[src/rtl/pwa_pkg.sv]
// Package for the plane wave accumulate block: widths, phase constants,
// item structs, the CORDIC arctangent table and saturation helper.
// No dependencies; used by every RTL file of the block but pwa_checker.
package pwa_pkg;

   // Number of space dimensions the block works in by default.
   localparam int DIMENSIONS_DEFAULT = 3;

   // Configuration register indexes.
   localparam int NUM_REGS    = 8;
   localparam int REG_ADDR_W  = 5;
   localparam logic [2:0] REG_WAVE_X     = 3'd0;
   localparam logic [2:0] REG_WAVE_Y     = 3'd1;
   localparam logic [2:0] REG_WAVE_Z     = 3'd2;
   localparam logic [2:0] REG_CENTER_X   = 3'd3;
   localparam logic [2:0] REG_CENTER_Y   = 3'd4;
   localparam logic [2:0] REG_CENTER_Z   = 3'd5;
   localparam logic [2:0] REG_ANG_FREQ   = 3'd6;
   localparam logic [2:0] REG_TIME_NOW   = 3'd7;

   // Phase constants in Q16.16.
   localparam int TWO_PI_Q  = 411775;
   localparam int PI_Q      = 205887;
   localparam int HALF_PI_Q = 102944;

   // Phase word and its magnitude; the sum of products stays below 2^50.
   localparam int PH_W      = 51;
   localparam int MAG_W     = 50;
   localparam int MOD_STEPS = 32;

   // CORDIC datapath.
   localparam int CORDIC_STEPS = 30;
   localparam int CORDIC_W     = 34;
   localparam logic signed [CORDIC_W-1:0] CORDIC_START = 34'sd652032874;

   // Fields that ride along with an item through the pipeline.
   typedef struct packed {
      logic               last;
      logic signed [31:0] amp;
      logic signed [31:0] sol;
      logic signed [31:0] gx;
      logic signed [31:0] gy;
      logic signed [31:0] gz;
   } side_type;

   // Item inside the phase reduction chain.
   typedef struct packed {
      logic             neg;
      logic [MAG_W-1:0] mag;
      side_type         side;
   } mod_item_type;

   // Item inside the CORDIC chain.
   typedef struct packed {
      logic                       flip;
      logic signed [CORDIC_W-1:0] x;
      logic signed [CORDIC_W-1:0] y;
      logic signed [CORDIC_W-1:0] z;
      side_type                   side;
   } cordic_item_type;

   // Arctangent of 2^-i in Q2.30, truncated; the last three entries are rounded.
   function automatic logic [31:0] cordic_atan(input logic [4:0] i);
      logic [31:0] v;
      case (i)
         5'd0:  v = 32'd843314856;
         5'd1:  v = 32'd497837829;
         5'd2:  v = 32'd263043836;
         5'd3:  v = 32'd133525158;
         5'd4:  v = 32'd67021686;
         5'd5:  v = 32'd33543515;
         5'd6:  v = 32'd16775850;
         5'd7:  v = 32'd8388437;
         5'd8:  v = 32'd4194282;
         5'd9:  v = 32'd2097149;
         5'd10: v = 32'd1048575;
         5'd11: v = 32'd524287;
         5'd12: v = 32'd262143;
         5'd13: v = 32'd131071;
         5'd14: v = 32'd65535;
         5'd15: v = 32'd32767;
         5'd16: v = 32'd16383;
         5'd17: v = 32'd8191;
         5'd18: v = 32'd4095;
         5'd19: v = 32'd2047;
         5'd20: v = 32'd1023;
         5'd21: v = 32'd511;
         5'd22: v = 32'd255;
         5'd23: v = 32'd127;
         5'd24: v = 32'd63;
         5'd25: v = 32'd31;
         5'd26: v = 32'd15;
         5'd27: v = 32'd8;
         5'd28: v = 32'd4;
         5'd29: v = 32'd2;
         default: v = 32'd0;
      endcase
      return v;
   endfunction

   // Clamp a 53-bit signed sum to the 32-bit signed range.
   function automatic logic signed [31:0] sat32(input logic signed [52:0] v);
      logic signed [31:0] r;
      if (v > 53'sd2147483647) begin
         r = 32'sh7FFFFFFF;
      end else if (v < -53'sd2147483648) begin
         r = 32'sh80000000;
      end else begin
         r = v[31:0];
      end
      return r;
   endfunction

endpackage

[src/rtl/pwa_cordic_cell.sv]
// One rotation cell of the CORDIC chain, fixed to one iteration index.
// Depends on pwa_pkg for the arctangent table and item struct.
module pwa_cordic_cell
   import pwa_pkg::*;
#(
   parameter int STEP = 0
) (
   input  logic            clock,
   input  logic            reset,
   input  logic            advance,
   input  logic            in_valid,
   input  cordic_item_type in_item,
   output logic            out_valid,
   output cordic_item_type out_item
);

   localparam logic signed [CORDIC_W-1:0] ATAN = CORDIC_W'(cordic_atan(5'(STEP)));

   logic            valid_ff;
   cordic_item_type item_ff, item_in;

   // Rotate toward a zero residual angle; zero counts as positive.
   always_comb begin
      item_in = in_item;
      if (!in_item.z[CORDIC_W-1]) begin
         item_in.x = in_item.x - (in_item.y >>> STEP);
         item_in.y = in_item.y + (in_item.x >>> STEP);
         item_in.z = in_item.z - ATAN;
      end else begin
         item_in.x = in_item.x + (in_item.y >>> STEP);
         item_in.y = in_item.y - (in_item.x >>> STEP);
         item_in.z = in_item.z + ATAN;
      end
   end

   always_ff @(posedge clock) begin
      if (reset) begin
         valid_ff <= 1'b0;
      end else if (advance) begin
         valid_ff <= in_valid;
      end
   end

   always_ff @(posedge clock) begin
      if (advance) begin
         item_ff <= item_in;
      end
   end

   assign out_valid = valid_ff;
   assign out_item  = item_ff;

endmodule

[config.mk]
export PLATFORM = sky130hd
export DESIGN_NAME = pwa_cordic_cell
export DESIGN_NICKNAME = d
export VERILOG_FILES = /design/src/rtl/pwa_pkg.sv /design/src/rtl/pwa_cordic_cell.sv
export SDC_FILE = /design/constraint.sdc
export NUM_CORES = 1
export LEC_CHECK = 0
export ABC_AREA = 1
export BUFFER_PORTS_ARGS = -buffer_cell sky130_fd_sc_hd__buf_4
export CAP_MARGIN = 25
export CORE_ASPECT_RATIO = 0.5
export CORE_MARGIN = 5
export CORE_UTILIZATION = 40
export DETAILED_ROUTE_END_ITERATION = 8
export PLACE_DENSITY = 0.73
export SLEW_MARGIN = 10
export SYNTH_ARGS = -nofsm -noshare
export SYNTH_HDL_FRONTEND = slang
export SYNTH_SLANG_ARGS = --single-unit
[constraint.sdc]
create_clock -name clock -period 2.95 [get_ports clock]
set_input_delay 0.4425 -clock clock [delete_from_list [all_inputs] [get_ports clock]]
set_output_delay 0.4425 -clock clock [all_outputs]
set_load 0.02 [all_outputs]
======== Word-level counts from Yosys, hierarchy flattened ========
Index checks and enable logic that the tools add are counted.
cells by class
  add/sub/neg operators ................... 5
  mux-type cells .......................... 1
operators with widths
  kind                                                                    number
  102-bit two-way mux                                                     1
  34-bit subtractor                                                       2
  34-bit by 31-bit adder with 34-bit output (second input constant)       1
  34-bit adder                                                            1
  34-bit by 31-bit subtractor with 34-bit output (second input constant)  1
word-level totals
  register bits after elaboration ......... 265
  bits of input ports ..................... 268
  output and inout bits ................... 265
  word-level logic and storage cells ...... 17

======== Logic depth before layout (Yosys ltp) ========
  depth in word-level cells ............... 2
  mapped depth ............................ 17
  gate-level depth less buffers ........... 16

======== Least setup slack after synthesis ========
Ideal clock, no wire load.
  path type ............................... in2reg
  start point ............................. input in_item[194] (netlist name)
  end point ............................... register item_ff, in the netlist out_item[180], data pin
  data arrival time ....................... 2.572 ns
  required time ........................... 2.691 ns
  path slack .............................. 0.119 ns
  stages on the path ...................... 12
  path buffers ............................ 2
  path through ............................ clkbuf_1 inv_2 clkbuf_1 ha_1 a21oi_1 o21bai_1 a21o_1 nand2_1 nand2_1 nand2_1 nand2_1 xor2_1
RTL lines
  what                    RTL line               source
  start: declaration      pwa_cordic_cell.sv:12  input cordic_item_type in_item,
  end signal: assignment  pwa_cordic_cell.sv:46  item_ff <= item_in;
  end: declaration        pwa_cordic_cell.sv:20  cordic_item_type item_ff, item_in;

==> results.sh <==
export IMPL_dp_cells=3074
export IMPL_hp_class="in2reg"
export IMPL_cts_tree="done"
export IMPL_grt_usage=0.251
export IMPL_io_pins=533
export IMPL_setup_tns_ns=0
export IMPL_synthMostInstantiatedCell="nand2_1"
export IMPL_synth_top_area_frac=0.468
export IMPL_async_reset_ff_frac=0
export IMPL_die_y_um=155
export IMPL_synthCells=1991
export IMPL_yosys_top_cells_count="nand2_1, edfxtp_1, inv_1, nand3_1"
export IMPL_timing_hold_violations_final=0
export IMPL_numPortBuffers=532
export IMPL_design_power_total_mw=11.9
export IMPL_final_max_slew_viol_count=0
export IMPL_path_clk_slew_ns=0.06
export IMPL_dp_hpwl_mm=51.7
export IMPL_syn_nets=2391
export IMPL_design_area_um2=22400
export IMPL_grt_start_max_net_pins=72
export IMPL_ctsResizeCount=0
export IMPL_endpoint_kind="register"
export IMPL_synth_area_um2=16900
export IMPL_crit_path_max_fanout=8
export IMPL_drt_initial_drc_count=1650
export IMPL_cts_made_buffers=27
export IMPL_drt_first_pass_iters=5
export IMPL_drive_gt1_frac=0.250
export IMPL_ant_nets=0
export IMPL_worstSetupPathType="in2reg"
export IMPL_area_growth_pct=32.8
export IMPL_gp_congestion=1.01
export IMPL_via_per_inst=5.20
export IMPL_grt_overflow=0
export IMPL_tightestPinTransition_ns=0.837
export IMPL_initial_core_util=0.404
export IMPL_worstPathRequired_ns=3.27
export IMPL_finalCriticalPeriod_ns=2.32
export IMPL_synth_edff_count=263
export IMPL_fin_cells=3123
export IMPL_fp_dieArea_um2=46700
export IMPL_synthFlopType="edfxtp_1"
export IMPL_n_antenna_cell=0
export IMPL_fin_crit_sh=0.788
export IMPL_fp_dieW_um=301
export IMPL_htree_levels=1
export IMPL_fin_util=0.536
export IMPL_nNetsFinal=2927
export IMPL_post_place_ws_ns=0.197
export IMPL_grt_setup_unrepaired="false"
export IMPL_synth_top_area_cell="edfxtp_1"
export IMPL_placementRows=53
export IMPL_synth_seq_area_share=0.469
export IMPL_finClkSkew_ns=0
export IMPL_critPathArrivalTime_ns=2.65
export IMPL_route_vias_total=16200
export IMPL_fp_coreArea_um2=41800
export IMPL_synth_seq_cells=264
export IMPL_drcViolationCount=0
export IMPL_yosys_top_cells_area="edfxtp_1, nand2_1, ha_1, inv_1, nand3_1"
export IMPL_syn_avg_cell_area_um2=8.48
export IMPL_outcome="completed"
export IMPL_clockBufferDepth=3
export IMPL_cts_hold_repair_buffers=1
export IMPL_power_leakage_nw=10.6
export IMPL_holdWs_ns=0.0430
export IMPL_cts_sinks=264
export IMPL_setup_violations=0
export IMPL_grt_pass1_wl_mm=90.5
export IMPL_start_kind="primary input"
export IMPL_yosys_warnings=0
export IMPL_drv_cap=0
export IMPL_powerDensity_nw_per_um2=529
export IMPL_antenna_found_initial=0
export IMPL_worstSkewPairLatency_ns=0.57
export IMPL_slew_headroom=0.442
export IMPL_wl_per_cell_um=20.0
export IMPL_grt_pass1_vias=15200
export IMPL_ir_drop_uv=386
export IMPL_netlist_cell_type_count=43
export IMPL_cts_setup_buffers=0
export IMPL_layout_setup_ws_ns=0.626
export IMPL_cts_root_buf="clkbuf_16"
export IMPL_totalWireLength_mm=62.4
export IMPL_max_clock_freq_mhz=430
export IMPL_dpl_cell_area_um2=21500
## power by group
part	switching (mW)	leakage, nW	internal (mW)
Sequential	0.133	2.58	4.61
Clock	1.52	0.433	2.01
Combinational	2.28	7.59	1.31
Total	3.93	10.6	7.93
## flip-flops by register name (all words and copies together), names as in the netlist
name and count:
out_item 263, out_valid 1
## cells in the final DEF, fill, tap and decap left out, types with 8 or more instances in the layout
master | Yosys | routed
a21oi_1 | 154 | 154
buf_4 | 18 | 547
clkbuf_16 | 0 | 27
edfxtp_1 | 263 | 263
ha_1 | 128 | 128
inv_1 | 247 | 247
nand2_1 | 517 | 517
nand2_2 | 10 | 10
nand3_1 | 180 | 180
nand4_1 | 17 | 17
nor2_1 | 154 | 154
nor2_2 | 11 | 11
nor3_1 | 18 | 18
o21ai_0 | 109 | 109
o21ai_1 | 8 | 8
o21bai_1 | 13 | 13
xor2_1 | 47 | 47
## routing by layer
metal  track usage  vias to the layer above  share of wire
met5             0                        -              0
met4        0.0512                        0          0.025
met3        0.0498                       99          0.087
met2         0.438                      741           0.48
met1         0.328                     7647           0.40
li1              -                     7743              -
## critical path, cell delays in order
cell and delay [ns]:
buf_4 0.10, inv_1 0.04, ha_1 0.49, inv_1 0.18
a21oi_1 0.40, nand2_1 0.21, a21oi_1 0.22, nand3_2 0.17
nand2_1 0.11, nand3_1 0.09, nand3_1 0.09, nand2_1 0.08
## final cells by class
| type | count | area [µm²] |
|---|---|---|
| clock buffers | 35 | 726 |
| flip-flops and latches | 264 | 7920 |
| fillers | 3887 | 19400 |
| inverters | 254 | 953 |
| repair buffers | 552 | 4190 |
| multi-input cells | 1428 | 7750 |
| well taps | 577 | 722 |
| clock inverters | 13 | 160 |
## worst paths after layout
check,endpoint,cells after the start,startpoint,slack [ns]
worst max-delay path,out_item[254]$_DFFE_PP_,12,in_item[211],0.63
worst min-delay path,out_item[130]$_DFFE_PP_,1,in_item[130],0.04
worst max register to register,out_valid$_SDFFE_PP0P_,2,out_valid$_SDFFE_PP0P_,2.35
worst min register to register,out_valid$_SDFFE_PP0P_,2,out_valid$_SDFFE_PP0P_,0.51
## logic make-up after synthesis
| family | synth area share |
|---|---|
| XOR/XNOR | 0.0244 |
| buffers and inverters | 0.0722 |
| AO/OA/AOI/OAI | 0.101 |
| flip-flops | 0.469 |
| multiplexers | 0.000593 |
| AND/OR/NAND/NOR | 0.233 |
| adder cells (fa/ha/maj) | 0.0996 |
Power figures use the tool's default switching activity.
