[src/rtl/pwa_pkg.sv]
// Package for the plane wave accumulate block: widths, phase constants,
// item structs, the CORDIC arctangent table and saturation helper.
// No dependencies; used by every RTL file of the block but pwa_checker.
package pwa_pkg;

   // Number of space dimensions the block works in by default.
   localparam int DIMENSIONS_DEFAULT = 3;

   // Configuration register indexes.
   localparam int NUM_REGS    = 8;
   localparam int REG_ADDR_W  = 5;
   localparam logic [2:0] REG_WAVE_X     = 3'd0;
   localparam logic [2:0] REG_WAVE_Y     = 3'd1;
   localparam logic [2:0] REG_WAVE_Z     = 3'd2;
   localparam logic [2:0] REG_CENTER_X   = 3'd3;
   localparam logic [2:0] REG_CENTER_Y   = 3'd4;
   localparam logic [2:0] REG_CENTER_Z   = 3'd5;
   localparam logic [2:0] REG_ANG_FREQ   = 3'd6;
   localparam logic [2:0] REG_TIME_NOW   = 3'd7;

   // Phase constants in Q16.16.
   localparam int TWO_PI_Q  = 411775;
   localparam int PI_Q      = 205887;
   localparam int HALF_PI_Q = 102944;

   // Phase word and its magnitude; the sum of products stays below 2^50.
   localparam int PH_W      = 51;
   localparam int MAG_W     = 50;
   localparam int MOD_STEPS = 32;

   // CORDIC datapath.
   localparam int CORDIC_STEPS = 30;
   localparam int CORDIC_W     = 34;
   localparam logic signed [CORDIC_W-1:0] CORDIC_START = 34'sd652032874;

   // Fields that ride along with an item through the pipeline.
   typedef struct packed {
      logic               last;
      logic signed [31:0] amp;
      logic signed [31:0] sol;
      logic signed [31:0] gx;
      logic signed [31:0] gy;
      logic signed [31:0] gz;
   } side_type;

   // Item inside the phase reduction chain.
   typedef struct packed {
      logic             neg;
      logic [MAG_W-1:0] mag;
      side_type         side;
   } mod_item_type;

   // Item inside the CORDIC chain.
   typedef struct packed {
      logic                       flip;
      logic signed [CORDIC_W-1:0] x;
      logic signed [CORDIC_W-1:0] y;
      logic signed [CORDIC_W-1:0] z;
      side_type                   side;
   } cordic_item_type;

   // Arctangent of 2^-i in Q2.30, truncated; the last three entries are rounded.
   function automatic logic [31:0] cordic_atan(input logic [4:0] i);
      logic [31:0] v;
      case (i)
         5'd0:  v = 32'd843314856;
         5'd1:  v = 32'd497837829;
         5'd2:  v = 32'd263043836;
         5'd3:  v = 32'd133525158;
         5'd4:  v = 32'd67021686;
         5'd5:  v = 32'd33543515;
         5'd6:  v = 32'd16775850;
         5'd7:  v = 32'd8388437;
         5'd8:  v = 32'd4194282;
         5'd9:  v = 32'd2097149;
         5'd10: v = 32'd1048575;
         5'd11: v = 32'd524287;
         5'd12: v = 32'd262143;
         5'd13: v = 32'd131071;
         5'd14: v = 32'd65535;
         5'd15: v = 32'd32767;
         5'd16: v = 32'd16383;
         5'd17: v = 32'd8191;
         5'd18: v = 32'd4095;
         5'd19: v = 32'd2047;
         5'd20: v = 32'd1023;
         5'd21: v = 32'd511;
         5'd22: v = 32'd255;
         5'd23: v = 32'd127;
         5'd24: v = 32'd63;
         5'd25: v = 32'd31;
         5'd26: v = 32'd15;
         5'd27: v = 32'd8;
         5'd28: v = 32'd4;
         5'd29: v = 32'd2;
         default: v = 32'd0;
      endcase
      return v;
   endfunction

   // Clamp a 53-bit signed sum to the 32-bit signed range.
   function automatic logic signed [31:0] sat32(input logic signed [52:0] v);
      logic signed [31:0] r;
      if (v > 53'sd2147483647) begin
         r = 32'sh7FFFFFFF;
      end else if (v < -53'sd2147483648) begin
         r = 32'sh80000000;
      end else begin
         r = v[31:0];
      end
      return r;
   endfunction

endpackage

[src/rtl/pwa_mod_cell.sv]
// One cell of the phase reduction chain: a conditional subtract of
// 2*pi shifted left by a fixed amount. Depends on pwa_pkg.
module pwa_mod_cell
   import pwa_pkg::*;
#(
   parameter int SHIFT = 0
) (
   input  logic         clock,
   input  logic         reset,
   input  logic         advance,
   input  logic         in_valid,
   input  mod_item_type in_item,
   output logic         out_valid,
   output mod_item_type out_item
);

   localparam logic [MAG_W-1:0] SUB = MAG_W'(TWO_PI_Q) << SHIFT;

   logic         valid_ff;
   mod_item_type item_ff, item_in;

   // Take off the shifted modulus when it fits.
   always_comb begin
      item_in = in_item;
      if (in_item.mag >= SUB) begin
         item_in.mag = in_item.mag - SUB;
      end
   end

   always_ff @(posedge clock) begin
      if (reset) begin
         valid_ff <= 1'b0;
      end else if (advance) begin
         valid_ff <= in_valid;
      end
   end

   always_ff @(posedge clock) begin
      if (advance) begin
         item_ff <= item_in;
      end
   end

   assign out_valid = valid_ff;
   assign out_item  = item_ff;

endmodule

[config.mk]
export PLATFORM = sky130hd
export DESIGN_NAME = pwa_mod_cell
export DESIGN_NICKNAME = d
export VERILOG_FILES = /design/src/rtl/pwa_pkg.sv /design/src/rtl/pwa_mod_cell.sv
export SDC_FILE = /design/constraint.sdc
export NUM_CORES = 1
export LEC_CHECK = 0
export BUFFER_PORTS_ARGS = -buffer_cell sky130_fd_sc_hd__clkbuf_2
export CORE_AREA = 2 2 168 170
export CTS_BUF_LIST = sky130_fd_sc_hd__clkbuf_16
export DETAILED_ROUTE_END_ITERATION = 8
export DIE_AREA = 0 0 170 172
export SLEW_MARGIN = 0
export SYNTH_ARGS = -nofsm -noshare
export SYNTH_HDL_FRONTEND = slang
export SYNTH_SLANG_ARGS = --single-unit
export TNS_END_PERCENT = 20
[constraint.sdc]
create_clock -name clock -period 3.7 [get_ports clock]
set_input_delay 0.74 -clock clock [delete_from_list [all_inputs] [get_ports clock]]
set_output_delay 0.74 -clock clock [all_outputs]
set_load 0.005 [all_outputs]
## Yosys cells after proc, flatten, opt, wreduce, memory -nomap -nowiden

Index checks and enable logic that the tools add are counted.

| operators by class | value |
|---|---|
| mux-type cells | 1 |
| order comparisons | 1 |
| add/subtract/negate cells | 1 |

Operators by type and width:

| kind | number |
|---|---|
| $ge 50x19->1 const B | 1 |
| $mux 50 | 1 |
| $sub 50x19->50 const B | 1 |

| storage, ports and cells | value |
|---|---|
| bits of input ports | 216 |
| bits in registers | 213 |
| output and inout bits | 213 |
| word-level logic and storage cells | 12 |

## Depth between registers and ports, before layout

Gate-level depths: netlist of the first run.

| depth | value |
|---|---|
| depth in word-level cells | 2 |
| depth in mapped cells | 8 |
| depth with buffers taken out | 7 |

## Worst setup path before layout of the first run

Ideal clock, no wire load.

| path | value |
|---|---|
| kind | input -> register |
| start | input in_item[191] (netlist bit) |
| end | register item_ff, in the netlist out_item[179], data pin |
| path slack | 0.494 ns |
| stages on the path | 7 |
| library setup time | 0.260 ns |
| arrival time | 2.946 ns |
| path buffers | 1 |
| data required time | 3.440 ns |
| cells stage by stage | or4_1 -> or4_4 -> or3_4 -> nor4b_4 -> buf_4 -> nor2_1 -> mux2_2 |

RTL lines:

| what | line | RTL |
|---|---|---|
| start, declared | pwa_mod_cell.sv:12 | `input mod_item_type in_item,` |
| end signal, assigned | pwa_mod_cell.sv:40 | `item_ff <= item_in;` |
| end, declared | pwa_mod_cell.sv:20 | `mod_item_type item_ff, item_in;` |

==> metrics.txt, run 1 <==
# TYPE chip_impl_metric gauge
chip_impl_metric{name="holdPathStages",unit=""} 2
chip_impl_metric{name="setup_viol_count_final",unit=""} 0
chip_impl_metric{name="worst-path-buf-inv",unit=""} 2
chip_impl_metric{name="clock_skew",unit="ns"} 0
chip_impl_metric{name="postRouteWirelength",unit="mm"} 22.6
chip_impl_metric{name="clk_latency",unit="ns"} 0.52
chip_impl_metric{name="design.core.area",unit="mm²"} 0.0275
chip_impl_metric{name="fp.dieW",unit="µm"} 170
chip_impl_metric{name="met2_layer_wire_length_in_the_routed_design",unit="mm"} 11.4
chip_impl_info{name="status",value="complete, no violations"} 1
chip_impl_metric{name="vdd_ir_drop_max",unit="µV"} 329
chip_impl_metric{name="drtIter0Drc",unit=""} 289
chip_impl_info{name="synth_top_area_cell",value="edfxtp_1"} 1
chip_impl_metric{name="design.die.area",unit="mm²"} 0.0292
chip_impl_metric{name="worst_pin_slew",unit="ns"} 0.638
chip_impl_metric{name="drive_gt1_frac",unit=""} 0.560
chip_impl_metric{name="number_of_instances_in_the_synthesized_netlist",unit=""} 391
chip_impl_metric{name="power.leakage",unit="nW"} 4.73
chip_impl_metric{name="critical_path_required",unit="ns"} 3.96
chip_impl_metric{name="synth.ff_latch_count",unit=""} 213
chip_impl_info{name="worst-setup-path-type",value="in -> reg"} 1
chip_impl_metric{name="cellPowerDensity",unit="mW/mm²"} 524
chip_impl_metric{name="rows",unit=""} 61
chip_impl_metric{name="path_max_fanout",unit=""} 24
chip_impl_metric{name="final_core_util",unit=""} 0.402
chip_impl_metric{name="timing_hold_violations_final",unit=""} 0
chip_impl_info{name="hp-class",value="in -> reg"} 1
chip_impl_metric{name="mapped_area",unit="mm²"} 0.00760
chip_impl_metric{name="timing.final.ws_setup",unit="ns"} 0.715
chip_impl_metric{name="slew-limit-headroom",unit=""} 0.575
chip_impl_metric{name="synth.distinct_cells",unit=""} 39
chip_impl_metric{name="synth_edf_count",unit=""} 212
chip_impl_metric{name="syn-mean-instance-area",unit="µm²"} 19.4
chip_impl_metric{name="final_min_period_over_clock_period",unit=""} 0.807
chip_impl_metric{name="io_buffer_count",unit=""} 428
chip_impl_metric{name="gr-usage-all-layers",unit=""} 0.143
chip_impl_metric{name="critical_path_cell_count",unit=""} 8
chip_impl_metric{name="maxCapViolCount",unit=""} 0
chip_impl_metric{name="antenna_found_initial",unit=""} 0
chip_impl_metric{name="synth.yosys.seq_area_share",unit=""} 0.841
chip_impl_metric{name="critPathMaxStageDelay",unit="ns"} 0.57
chip_impl_metric{name="ios",unit=""} 429
chip_impl_metric{name="dp_worst_setup_slack",unit="ns"} 0.188
chip_impl_info{name="max_layer_used",value="met4"} 1
chip_impl_info{name="cp-start-kind",value="primary input"} 1
chip_impl_metric{name="arrival",unit="ns"} 3.25
chip_impl_metric{name="fin_crit",unit="ns"} 2.99
chip_impl_metric{name="grt_first_pass_wirelength",unit="mm"} 31.7
chip_impl_info{name="critical_path.slowest_cell",value="or4_1"} 1
chip_impl_metric{name="cts.htree.levels",unit=""} 1
chip_impl_metric{name="max_freq",unit="GHz"} 0.335
chip_impl_metric{name="slew_violations",unit=""} 0
chip_impl_metric{name="dr_total_vias",unit=""} 5339
chip_impl_metric{name="wl_per_instance",unit="µm"} 18.7
chip_impl_metric{name="final.setup.tns",unit="ns"} 0
chip_impl_info{name="grt_setup_unrepaired",value="no"} 1
chip_impl_metric{name="rr_worst_depth",unit=""} 2
chip_impl_metric{name="nets",unit=""} 1066
chip_impl_metric{name="ctsHoldBuffers",unit=""} 0
chip_impl_metric{name="met3_wirelength",unit="mm"} 2.45
chip_impl_info{name="timing.critical_path.max_delay_family",value="simple AND/OR/NAND/NOR gates"} 1
chip_impl_metric{name="wl_met1",unit="mm"} 8.39
chip_impl_metric{name="drtAntennaViolNets",unit=""} 0
chip_impl_metric{name="place_hpwl",unit="mm"} 17.1
chip_impl_metric{name="syn2layout_area_growth",unit="%"} 45.5
chip_impl_metric{name="remaining_drc_errors",unit=""} 0
chip_impl_metric{name="num_antenna_cells",unit=""} 0
chip_impl_metric{name="synth_nets",unit=""} 608
chip_impl_metric{name="post_cts_repair_timing_setup_buffer_count",unit=""} 0
chip_impl_info{name="synth_ff_type",value="edfxtp_1"} 1
chip_impl_metric{name="avgViaCountPerCell",unit=""} 4.41
chip_impl_metric{name="cts.sinks",unit=""} 213
chip_impl_info{name="dominant_cells_by_area_after_synthesis",value="edfxtp_1 84%, xor2_1 4.4%, nor4_1 1.6%"} 1
chip_impl_metric{name="synth-async-reset-ratio",unit=""} 0
chip_impl_metric{name="grt_start_max_net_pins",unit=""} 73
chip_impl_metric{name="overflow",unit=""} 0
chip_impl_info{name="tritoncts",value="built"} 1
chip_impl_info{name="worstPathCellList",value="clkbuf_2, or4_1, or4_4, or3_4, nor4b_4, buf_12, nor2_1, mux2_2"} 1
chip_impl_metric{name="synth_largest_type_area_fraction",unit=""} 0.838
chip_impl_info{name="clock_root_cell",value="clkbuf_16"} 1
chip_impl_metric{name="drt_first_pass_iters",unit=""} 4
chip_impl_metric{name="yosysWarningCount",unit=""} 0
chip_impl_metric{name="cts_buffers",unit=""} 24
chip_impl_metric{name="number_of_global_route_vias_before_repair",unit=""} 5274
chip_impl_metric{name="fp.dieH",unit="µm"} 172
chip_impl_metric{name="clk_path_buf_depth",unit=""} 3
chip_impl_metric{name="cts_resized",unit=""} 0
chip_impl_metric{name="globalplace.congestion",unit=""} 0.799
chip_impl_metric{name="start_util",unit=""} 0.276
chip_impl_metric{name="worst_setup_hold_path_clk_slew",unit="ns"} 0.06
chip_impl_info{name="end_kind",value="flip-flop"} 1
## Yosys cell counts, drive strengths merged, types with 3 or more instances
cell    count
nor2       19
or3        12
xnor2      10
nor4b       4
nor4       19
nand3       4
nand2      14
o21ai       3
nor3       12
buf         4
or2         4
edfxtp    212
or4b        3
or4         7
xor2       38
a21oi       4
## registers in the layout, indices dropped and copies added (netlist names)
| register | count |
|---|---|
| out_item | 212 |
| out_valid | 1 |
## layer usage
layer	up-vias	track usage
met5	-	0
met4	0	0.0349
met2	279	0.251
met3	34	0.0520
li1	2461	-
met1	2565	0.168
## worst paths after layout
kind | startpoint | endpoint | slack (ns)
hold / removal | reset | out_valid | 0.37
hold reg to reg | out_valid | out_valid | 0.51
setup reg to reg | out_valid | out_valid | 3.11
setup / recovery | in_item[191] | out_item[179] | 0.71
## area by class of cell
type | instances | area, µm²
Fill cell | 2637 | 16400
Sequential cell | 213 | 6390
Timing Repair Buffer | 438 | 2280
Multi-Input combinational cell | 172 | 1180
Clock buffer | 24 | 601
Tap cell | 346 | 433
Clock inverter | 18 | 175
## through the flow
stage	hold slack [ns]	instance area [µm²]	total power [W]	instances
detailed placement	0.509	10300	0.00349	1169
CTS	0.348	11100	0.00588	1211
finish	0.374	11100	0.00579	1211
floorplan	0.485	7600	0.00306	391
global route	0.353	11100	0.00603	1211
global placement	0.475	10300	0.00348	1169
## kinds of logic after synthesis
kind of cell | synth area share
AOI/OAI and AO/OA | 0.0120
xor gates and xnor gates | 0.0553
adders and majority gates | 0.00165
buffers and inverters | 0.00395
DFF | 0.841
muxes | 0.00280
and+or+nand+nor | 0.0835
## power breakdown
| group | internal, W | leakage (nW) | total, W | switching (W) |
|---|---|---|---|---|
| combinational | 0.000235 | 2.25 | 0.000492 | 0.000257 |
| clock | 0.00139 | 0.394 | 0.00236 | 0.000968 |
| sequential | 0.00288 | 2.08 | 0.00293 | 0.0000575 |
| total | 0.00450 | 4.73 | 0.00579 | 0.00128 |
## layout by cell type, fill, tap and decap left out, drive strengths merged, types with 2 or more instances in the layout
cell type / synthesis / final
clkbuf: 2 / 452
nor4: 19 / 19
nor2: 19 / 19
or4: 7 / 7
inv: 0 / 4
buf: 4 / 10
bufinv: 0 / 3
xnor2: 10 / 10
clkinv: 0 / 10
nand4: 2 / 2
nand2: 14 / 14
nor3: 12 / 12
or2: 4 / 4
nor3b: 2 / 2
nand3: 4 / 4
o21ai: 3 / 3
nor4b: 4 / 4
a21oi: 4 / 4
nor2b: 2 / 2
xor2: 38 / 38
or3: 12 / 12
edfxtp: 212 / 212
or4b: 3 / 3
o211ai: 2 / 2
Note: power is estimated with default switching activity, not from simulation.
==> run 2, diff against run 1 <==
Settings changed: ABC_AREA set to 1.
Clock period 3.7 ns to 3.1 ns, I/O delays scaled along.
==> metrics.txt, run 2 <==
# TYPE chip_impl_metric gauge
chip_impl_metric{name="design.core.area",unit="mm²"} 0.0275
chip_impl_metric{name="grt_start_max_net_pins",unit=""} 77
chip_impl_info{name="critical_path.slowest_cell",value="inv_4"} 1
chip_impl_metric{name="critical_path_required",unit="ns"} 3.35
chip_impl_metric{name="power_frac_seq",unit=""} 0.501
chip_impl_info{name="synthMostInstantiatedCell",value="nand2_1"} 1
chip_impl_metric{name="syn2layout_area_growth",unit="%"} 36.7
chip_impl_metric{name="fp.dieH",unit="µm"} 172
chip_impl_metric{name="swShare",unit=""} 0.234
chip_impl_info{name="hp-class",value="in -> reg"} 1
chip_impl_metric{name="switching_power_total",unit="W"} 0.00163
chip_impl_metric{name="synth_largest_type_area_fraction",unit=""} 0.700
chip_impl_metric{name="yosysWarningCount",unit=""} 0
chip_impl_metric{name="clock_skew",unit="ns"} 0
chip_impl_metric{name="clk_latency",unit="ns"} 0.52
chip_impl_info{name="dominant_cells_by_area_after_synthesis",value="edfxtp_1 70%, nand2_1 10%, nor2_1 5.0%"} 1
chip_impl_metric{name="setup_viol_count_final",unit=""} 0
chip_impl_metric{name="remaining_drc_errors",unit=""} 0
chip_impl_metric{name="mapped_area",unit="mm²"} 0.00909
chip_impl_info{name="most_frequent_cells_in_the_layout",value="427 x clkbuf_2, 252 x nand2_1, 212 x edfxtp_1"} 1
chip_impl_metric{name="rr_worst_depth",unit=""} 2
chip_impl_metric{name="worst-path-buf-inv",unit=""} 2
chip_impl_metric{name="regArea",unit="mm²"} 0.00639
chip_impl_metric{name="number_of_instances_in_the_synthesized_netlist",unit=""} 812
chip_impl_metric{name="synth.yosys.seq_area_share",unit=""} 0.702
chip_impl_metric{name="globalplace.congestion",unit=""} 1.12
chip_impl_metric{name="postRouteWirelength",unit="mm"} 33.6
chip_impl_metric{name="number_of_global_route_vias_before_repair",unit=""} 7255
chip_impl_metric{name="comb_power_share",unit=""} 0.109
chip_impl_metric{name="final_min_period_over_clock_period",unit=""} 0.674
chip_impl_metric{name="fp.dieW",unit="µm"} 170
chip_impl_metric{name="drt_first_pass_iters",unit=""} 5
chip_impl_metric{name="cellPowerDensity",unit="mW/mm²"} 562
chip_impl_metric{name="final_core_util",unit=""} 0.452
chip_impl_metric{name="synth_nets",unit=""} 1029
chip_impl_metric{name="design.die.area",unit="mm²"} 0.0292
chip_impl_metric{name="n_fill_cell",unit=""} 2673
chip_impl_metric{name="syn-mean-instance-area",unit="µm²"} 11.2
chip_impl_metric{name="place_hpwl",unit="mm"} 27.1
chip_impl_metric{name="gr-usage-all-layers",unit=""} 0.216
chip_impl_metric{name="io_buffer_count",unit=""} 428
chip_impl_metric{name="synth_edf_count",unit=""} 212
chip_impl_metric{name="vdd_ir_drop_max",unit="µV"} 329
chip_impl_metric{name="path_max_fanout",unit=""} 46
chip_impl_info{name="synth_ff_type",value="edfxtp_1"} 1
chip_impl_metric{name="intPower",unit="W"} 0.00535
chip_impl_metric{name="holdPathStages",unit=""} 2
chip_impl_metric{name="reg2reg_slack",unit="ns"} 2.51
chip_impl_metric{name="dr_total_vias",unit=""} 7663
chip_impl_metric{name="drtIter0Drc",unit=""} 621
chip_impl_info{name="clock_root_cell",value="clkbuf_16"} 1
chip_impl_metric{name="largest_reg_flops",unit=""} 212
chip_impl_metric{name="grt_first_pass_wirelength",unit="mm"} 46.2
chip_impl_info{name="worst-setup-path-type",value="in -> reg"} 1
chip_impl_metric{name="start_util",unit=""} 0.331
chip_impl_metric{name="wl_per_instance",unit="µm"} 20.6
chip_impl_metric{name="cts_buffers",unit=""} 25
chip_impl_info{name="worstReg2RegEnd",value="out_valid"} 1
chip_impl_metric{name="synth.ff_latch_count",unit=""} 213
chip_impl_metric{name="ios",unit=""} 429
chip_impl_metric{name="ctsHoldBuffers",unit=""} 0
chip_impl_metric{name="avgViaCountPerCell",unit=""} 4.70
chip_impl_metric{name="max_freq",unit="GHz"} 0.479
chip_impl_metric{name="worst_pin_slew",unit="ns"} 0.609
chip_impl_metric{name="clk_path_buf_depth",unit=""} 3
chip_impl_metric{name="clock_power_share",unit=""} 0.391
chip_impl_metric{name="overflow",unit=""} 0
chip_impl_metric{name="slew_violations",unit=""} 0
chip_impl_info{name="tritoncts",value="built"} 1
chip_impl_metric{name="drtAntennaViolNets",unit=""} 0
chip_impl_metric{name="post_cts_repair_timing_setup_buffer_count",unit=""} 0
chip_impl_info{name="grt_setup_unrepaired",value="no"} 1
chip_impl_metric{name="cts.sinks",unit=""} 213
chip_impl_info{name="hold_start",value="reset"} 1
chip_impl_metric{name="maxCapViolCount",unit=""} 0
chip_impl_metric{name="fin_crit",unit="ns"} 2.09
chip_impl_metric{name="synth-async-reset-ratio",unit=""} 0
chip_impl_metric{name="critPathMaxStageDelay",unit="ns"} 0.38
chip_impl_metric{name="cts_resized",unit=""} 0
chip_impl_metric{name="antenna_found_initial",unit=""} 2
chip_impl_metric{name="multi_input_combinational_cell_area",unit="mm²"} 0.00233
chip_impl_info{name="worstPathCellList",value="clkbuf_2, nor2_1, nand2_1, nor2_2, nand2_2, nor2_4, nand2_8, inv_4, a21oi_2"} 1
chip_impl_info{name="critical_path.reg2reg.startpoint",value="out_valid"} 1
chip_impl_info{name="cp-start-kind",value="primary input"} 1
chip_impl_metric{name="nets",unit=""} 1484
chip_impl_info{name="whs_endpoint",value="out_valid"} 1
chip_impl_metric{name="rows",unit=""} 61
chip_impl_metric{name="timing_hold_violations_final",unit=""} 0
chip_impl_metric{name="cts.htree.levels",unit=""} 1
chip_impl_info{name="most_common_cell_after_layout_fill_and_taps_aside",value="clkbuf_2"} 1
chip_impl_metric{name="arrival",unit="ns"} 2.34
chip_impl_info{name="status",value="complete, no violations"} 1
chip_impl_metric{name="power.leakage",unit="nW"} 5.60
chip_impl_metric{name="worst_setup_hold_path_clk_slew",unit="ns"} 0.06
chip_impl_info{name="synth_top_area_cell",value="edfxtp_1"} 1
chip_impl_info{name="end_kind",value="flip-flop"} 1
chip_impl_metric{name="slew-limit-headroom",unit=""} 0.594
chip_impl_metric{name="synth.distinct_cells",unit=""} 27
chip_impl_metric{name="drive_gt1_frac",unit=""} 0.397
chip_impl_info{name="timing.critical_path.max_delay_family",value="simple AND/OR/NAND/NOR gates"} 1
chip_impl_metric{name="final.setup.tns",unit="ns"} 0
chip_impl_info{name="synthTopCellsByCount",value="252 x nand2_1, 212 x edfxtp_1, 122 x nor2_1"} 1
run 2: changes by cell type after synthesis, sizes merged, moves of 24 or more:
cell | before | now
nor2 | 19 | 132
xor2 | 38 | 9
inv | 0 | 80
a21oi | 4 | 28
nand3 | 4 | 34
nand2 | 14 | 257
run 2: worst max-delay path by stage:
stage / slack, ns / endpoint / cells past startpoint / start
floorplan: 1.13 / out_item[163] / 12 / in_item[161]
global placement: 0.46 / out_item[162] / 11 / in_item[204]
detailed placement: 0.47 / out_item[162] / 11 / in_item[204]
CTS: 1.00 / out_item[162] / 11 / in_item[204]
global route: 0.82 / out_item[162] / 11 / in_item[193]
finish: 1.01 / out_item[197] / 9 / in_item[193]
run 2: metrics by stage:
| stage | setup slack (ns) | instances | area [µm²] | total power [W] | hold WS [ns] |
|---|---|---|---|---|---|
| floorplan | 1.13 | 812 | 9090 | 0.00374 | 0.485 |
| global placement | 0.459 | 1586 | 11700 | 0.00431 | 0.480 |
| detailed placement | 0.475 | 1586 | 11700 | 0.00432 | 0.500 |
| CTS | 1.00 | 1627 | 12400 | 0.00708 | 0.221 |
| global route | 0.822 | 1628 | 12400 | 0.00722 | 0.239 |
| finish | 1.01 | 1629 | 12400 | 0.00698 | 0.252 |
run 2: final cells by class:
cell class	count	area share
Clock inverter	16	0.00976
Tap cell	346	0.0348
Timing Repair Buffer	434	0.179
Inverter	80	0.0244
Multi-Input combinational cell	513	0.188
Clock buffer	25	0.0503
Antenna cell	2	0.000403
Sequential cell	213	0.514
run 2: worst register-to-register path, cell delays in order (launching register included):
cell	delay, ns
dfxtp_1	0.31
mux2i_1	0.12
nor2_1	0.05
run 2: cell families after synthesis:
group           after synthesis  share of synthesized area
mux                           1                    0.00110
flops                       213                      0.702
compound gates               53                     0.0384
xor+xnor                      9                    0.00867
fa+ha+maj                     1                    0.00138
simple gates                449                      0.207
buf+inv                      86                     0.0407
run 2: power by group through the flow:
stage	Sequential (W)	Combinational, W	Clock [W]
2_1_floorplan	0.00359	0.000152	0
6_report	0.00350	0.000761	0.00273
4_1_cts	0.00350	0.000770	0.00281
3_5_place_dp	0.00356	0.000765	0
5_1_grt	0.00352	0.000823	0.00288
3_3_place_gp	0.00355	0.000764	0
run 2: layer usage:
metal	share of wire	global-route usage
met3	0.097	0.0705
met5	0	0
met4	0.033	0.0773
met2	0.48	0.368
met1	0.39	0.256
==> run 3, diff against run 2 <==
Clock period 3.1 ns to 2 ns, I/O delays scaled along.
==> metrics.txt, run 3 (same netlist as run 2, synthesis figures left out) <==
# TYPE chip_impl_metric gauge
chip_impl_metric{name="cts.htree.levels",unit=""} 1
chip_impl_metric{name="postRouteWirelength",unit="mm"} 34.6
chip_impl_metric{name="remaining_drc_errors",unit=""} 0
chip_impl_metric{name="worst_pin_slew",unit="ns"} 0.495
chip_impl_info{name="grt_setup_unrepaired",value="no"} 1
chip_impl_metric{name="cts_buffers",unit=""} 24
chip_impl_metric{name="post_cts_repair_timing_setup_buffer_count",unit=""} 0
chip_impl_metric{name="placed_cells",unit=""} 1714
chip_impl_metric{name="grt_start_max_net_pins",unit=""} 51
chip_impl_metric{name="design.core.area",unit="mm²"} 0.0275
chip_impl_metric{name="setup_viol_count_final",unit=""} 0
chip_impl_info{name="cp-start-kind",value="primary input"} 1
chip_impl_metric{name="fp.dieH",unit="µm"} 172
chip_impl_metric{name="comb_power_share",unit=""} 0.123
chip_impl_metric{name="timing_hold_violations_final",unit=""} 0
chip_impl_info{name="status",value="complete, no violations"} 1
chip_impl_metric{name="number_of_global_route_vias_before_repair",unit=""} 7862
chip_impl_metric{name="critical_path_required",unit="ns"} 2.27
chip_impl_metric{name="io_buffer_count",unit=""} 428
chip_impl_metric{name="start_util",unit=""} 0.331
chip_impl_metric{name="clk_path_buf_depth",unit=""} 3
chip_impl_metric{name="p_total",unit="W"} 0.0111
chip_impl_metric{name="slew-limit-headroom",unit=""} 0.668
chip_impl_metric{name="globalplace.congestion",unit=""} 0.958
chip_impl_metric{name="design.die.area",unit="mm²"} 0.0292
chip_impl_metric{name="ios",unit=""} 429
chip_impl_metric{name="drive_gt1_frac",unit=""} 0.454
chip_impl_metric{name="power.leakage",unit="nW"} 6.25
chip_impl_metric{name="final.setup.tns",unit="ns"} 0
chip_impl_info{name="hold_start",value="reset"} 1
chip_impl_metric{name="clock_skew",unit="ns"} 0
chip_impl_metric{name="reg2reg_slack",unit="ns"} 1.43
chip_impl_info{name="worst-setup-path-type",value="in -> reg"} 1
chip_impl_info{name="worstReg2RegEnd",value="out_valid"} 1
chip_impl_metric{name="cts_resized",unit=""} 0
chip_impl_metric{name="power_frac_seq",unit=""} 0.489
chip_impl_metric{name="fin_crit",unit="ns"} 1.72
chip_impl_metric{name="antenna_found_initial",unit=""} 3
chip_impl_info{name="clock_root_cell",value="clkbuf_16"} 1
chip_impl_metric{name="slew_violations",unit=""} 0
chip_impl_metric{name="ctsHoldBuffers",unit=""} 0
chip_impl_metric{name="num_antenna_cells",unit=""} 0
chip_impl_metric{name="max_freq",unit="GHz"} 0.583
chip_impl_info{name="whs_endpoint",value="out_valid"} 1
chip_impl_info{name="tritoncts",value="built"} 1
chip_impl_info{name="hp-class",value="in -> reg"} 1
chip_impl_metric{name="cts.sinks",unit=""} 213
chip_impl_metric{name="final_min_period_over_clock_period",unit=""} 0.858
chip_impl_metric{name="dr_total_vias",unit=""} 8076
chip_impl_metric{name="clk_latency",unit="ns"} 0.51
chip_impl_metric{name="vdd_ir_drop_max",unit="µV"} 463
chip_impl_metric{name="rows",unit=""} 61
chip_impl_metric{name="syn2layout_area_growth",unit="%"} 47.8
chip_impl_metric{name="intPower",unit="W"} 0.00845
chip_impl_metric{name="drtIter0Drc",unit=""} 587
chip_impl_metric{name="nets",unit=""} 1611
chip_impl_metric{name="wl_per_instance",unit="µm"} 19.7
chip_impl_metric{name="arrival",unit="ns"} 1.99
chip_impl_metric{name="gr-usage-all-layers",unit=""} 0.225
chip_impl_metric{name="worst_setup_hold_path_clk_slew",unit="ns"} 0.06
chip_impl_metric{name="overflow",unit=""} 0
chip_impl_metric{name="clock_power_share",unit=""} 0.388
chip_impl_info{name="most_common_cell_after_layout_fill_and_taps_aside",value="clkbuf_2"} 1
chip_impl_metric{name="largest_reg_flops",unit=""} 212
chip_impl_metric{name="place_hpwl",unit="mm"} 28.5
chip_impl_info{name="end_kind",value="flip-flop"} 1
chip_impl_info{name="most_frequent_cells_in_the_layout",value="427 x clkbuf_2, 252 x nand2_1, 212 x edfxtp_1"} 1
chip_impl_metric{name="rr_worst_depth",unit=""} 2
chip_impl_metric{name="drt_first_pass_iters",unit=""} 5
chip_impl_metric{name="holdPathStages",unit=""} 2
chip_impl_metric{name="fp.dieW",unit="µm"} 170
chip_impl_info{name="critical_path.reg2reg.startpoint",value="out_valid"} 1
chip_impl_metric{name="drtAntennaViolNets",unit=""} 0
chip_impl_metric{name="maxCapViolCount",unit=""} 0
chip_impl_metric{name="post_layout_nonfiller_instances",unit=""} 1756
chip_impl_metric{name="switching_power_total",unit="W"} 0.00261
chip_impl_metric{name="swShare",unit=""} 0.236
chip_impl_metric{name="n_fill_cell",unit=""} 2612
chip_impl_metric{name="avgViaCountPerCell",unit=""} 4.60
chip_impl_metric{name="cellPowerDensity",unit="mW/mm²"} 823
chip_impl_metric{name="grt_first_pass_wirelength",unit="mm"} 48.1
chip_impl_metric{name="path_max_fanout",unit=""} 4
run 3: cell count changes in the layout (fill, tap and decap cells not counted):
| cell | change |
|---|---|
| buf_4 | +125 |
| clkinvlp_4 | +1 |
| diode_2 | -2 |
| inv_1 | +2 |
| clkinv_2 | +2 |
| buf_12 | +3 |
| clkinv_4 | +1 |
| clkinv_1 | -5 |
run 3: area by class of cell:
cell class,instances,area [µm²],area share
Clock buffer,25,626,0.0466
Clock inverter,17,136,0.0101
Inverter,80,303,0.0225
Multi-Input combinational cell,513,2330,0.174
Sequential cell,213,6390,0.475
Tap cell,346,433,0.0322
Timing Repair Buffer,562,3220,0.240
run 3: layer usage:
metal	routed length, µm	vias to the layer above	global-route usage
li1	-	3892	-
met1	13500	3730	0.267
met2	16200	351	0.374
met3	2980	97	0.0655
met4	1930	6	0.114
met5	42	-	0
run 3: how the worst max path moves through the flow:
stage	start	end	depth (start not counted)
4_1_cts	in_item[191]	out_item[210]	9
2_1_floorplan	in_item[161]	out_item[163]	12
3_3_place_gp	in_item[169]	out_item[189]	11
3_5_place_dp	in_item[191]	out_item[210]	9
6_report	in_item[169]	out_item[189]	11
5_1_grt	in_item[169]	out_item[189]	11
run 3: power by group through the flow:
stage	clock network, W	logic [W]	registers [W]
after floorplan	0	0.000235	0.00556
after global placement	0	0.00136	0.00550
after detailed placement	0	0.00137	0.00551
after CTS	0.00439	0.00138	0.00542
after global routing	0.00455	0.00147	0.00545
final	0.00429	0.00136	0.00541
run 3: per-stage QoR:
step | setup WS [ns] | instance area [µm²] | util | hold WS, ns
4_1_cts | 0.303 | 13400 | 0.489 | 0.0331
2_1_floorplan | 0.251 | 9090 | - | 0.472
3_3_place_gp | -0.225 | 12700 | 0.461 | 0.474
3_5_place_dp | -0.212 | 12700 | 0.461 | 0.484
5_1_grt | 0.192 | 13400 | 0.489 | 0.0406
6_report | 0.284 | 13400 | 0.489 | 0.0457
run 3: worst max-delay path: stages:
cell	delay, ns
clkbuf_2	0.09
inv_1	0.13
nand2_1	0.09
nor2_1	0.18
nand2_1	0.12
o21ai_1	0.42
nand2_1	0.24
nand3b_1	0.14
nand2_1	0.08
nand2_1	0.06
inv_1	0.04
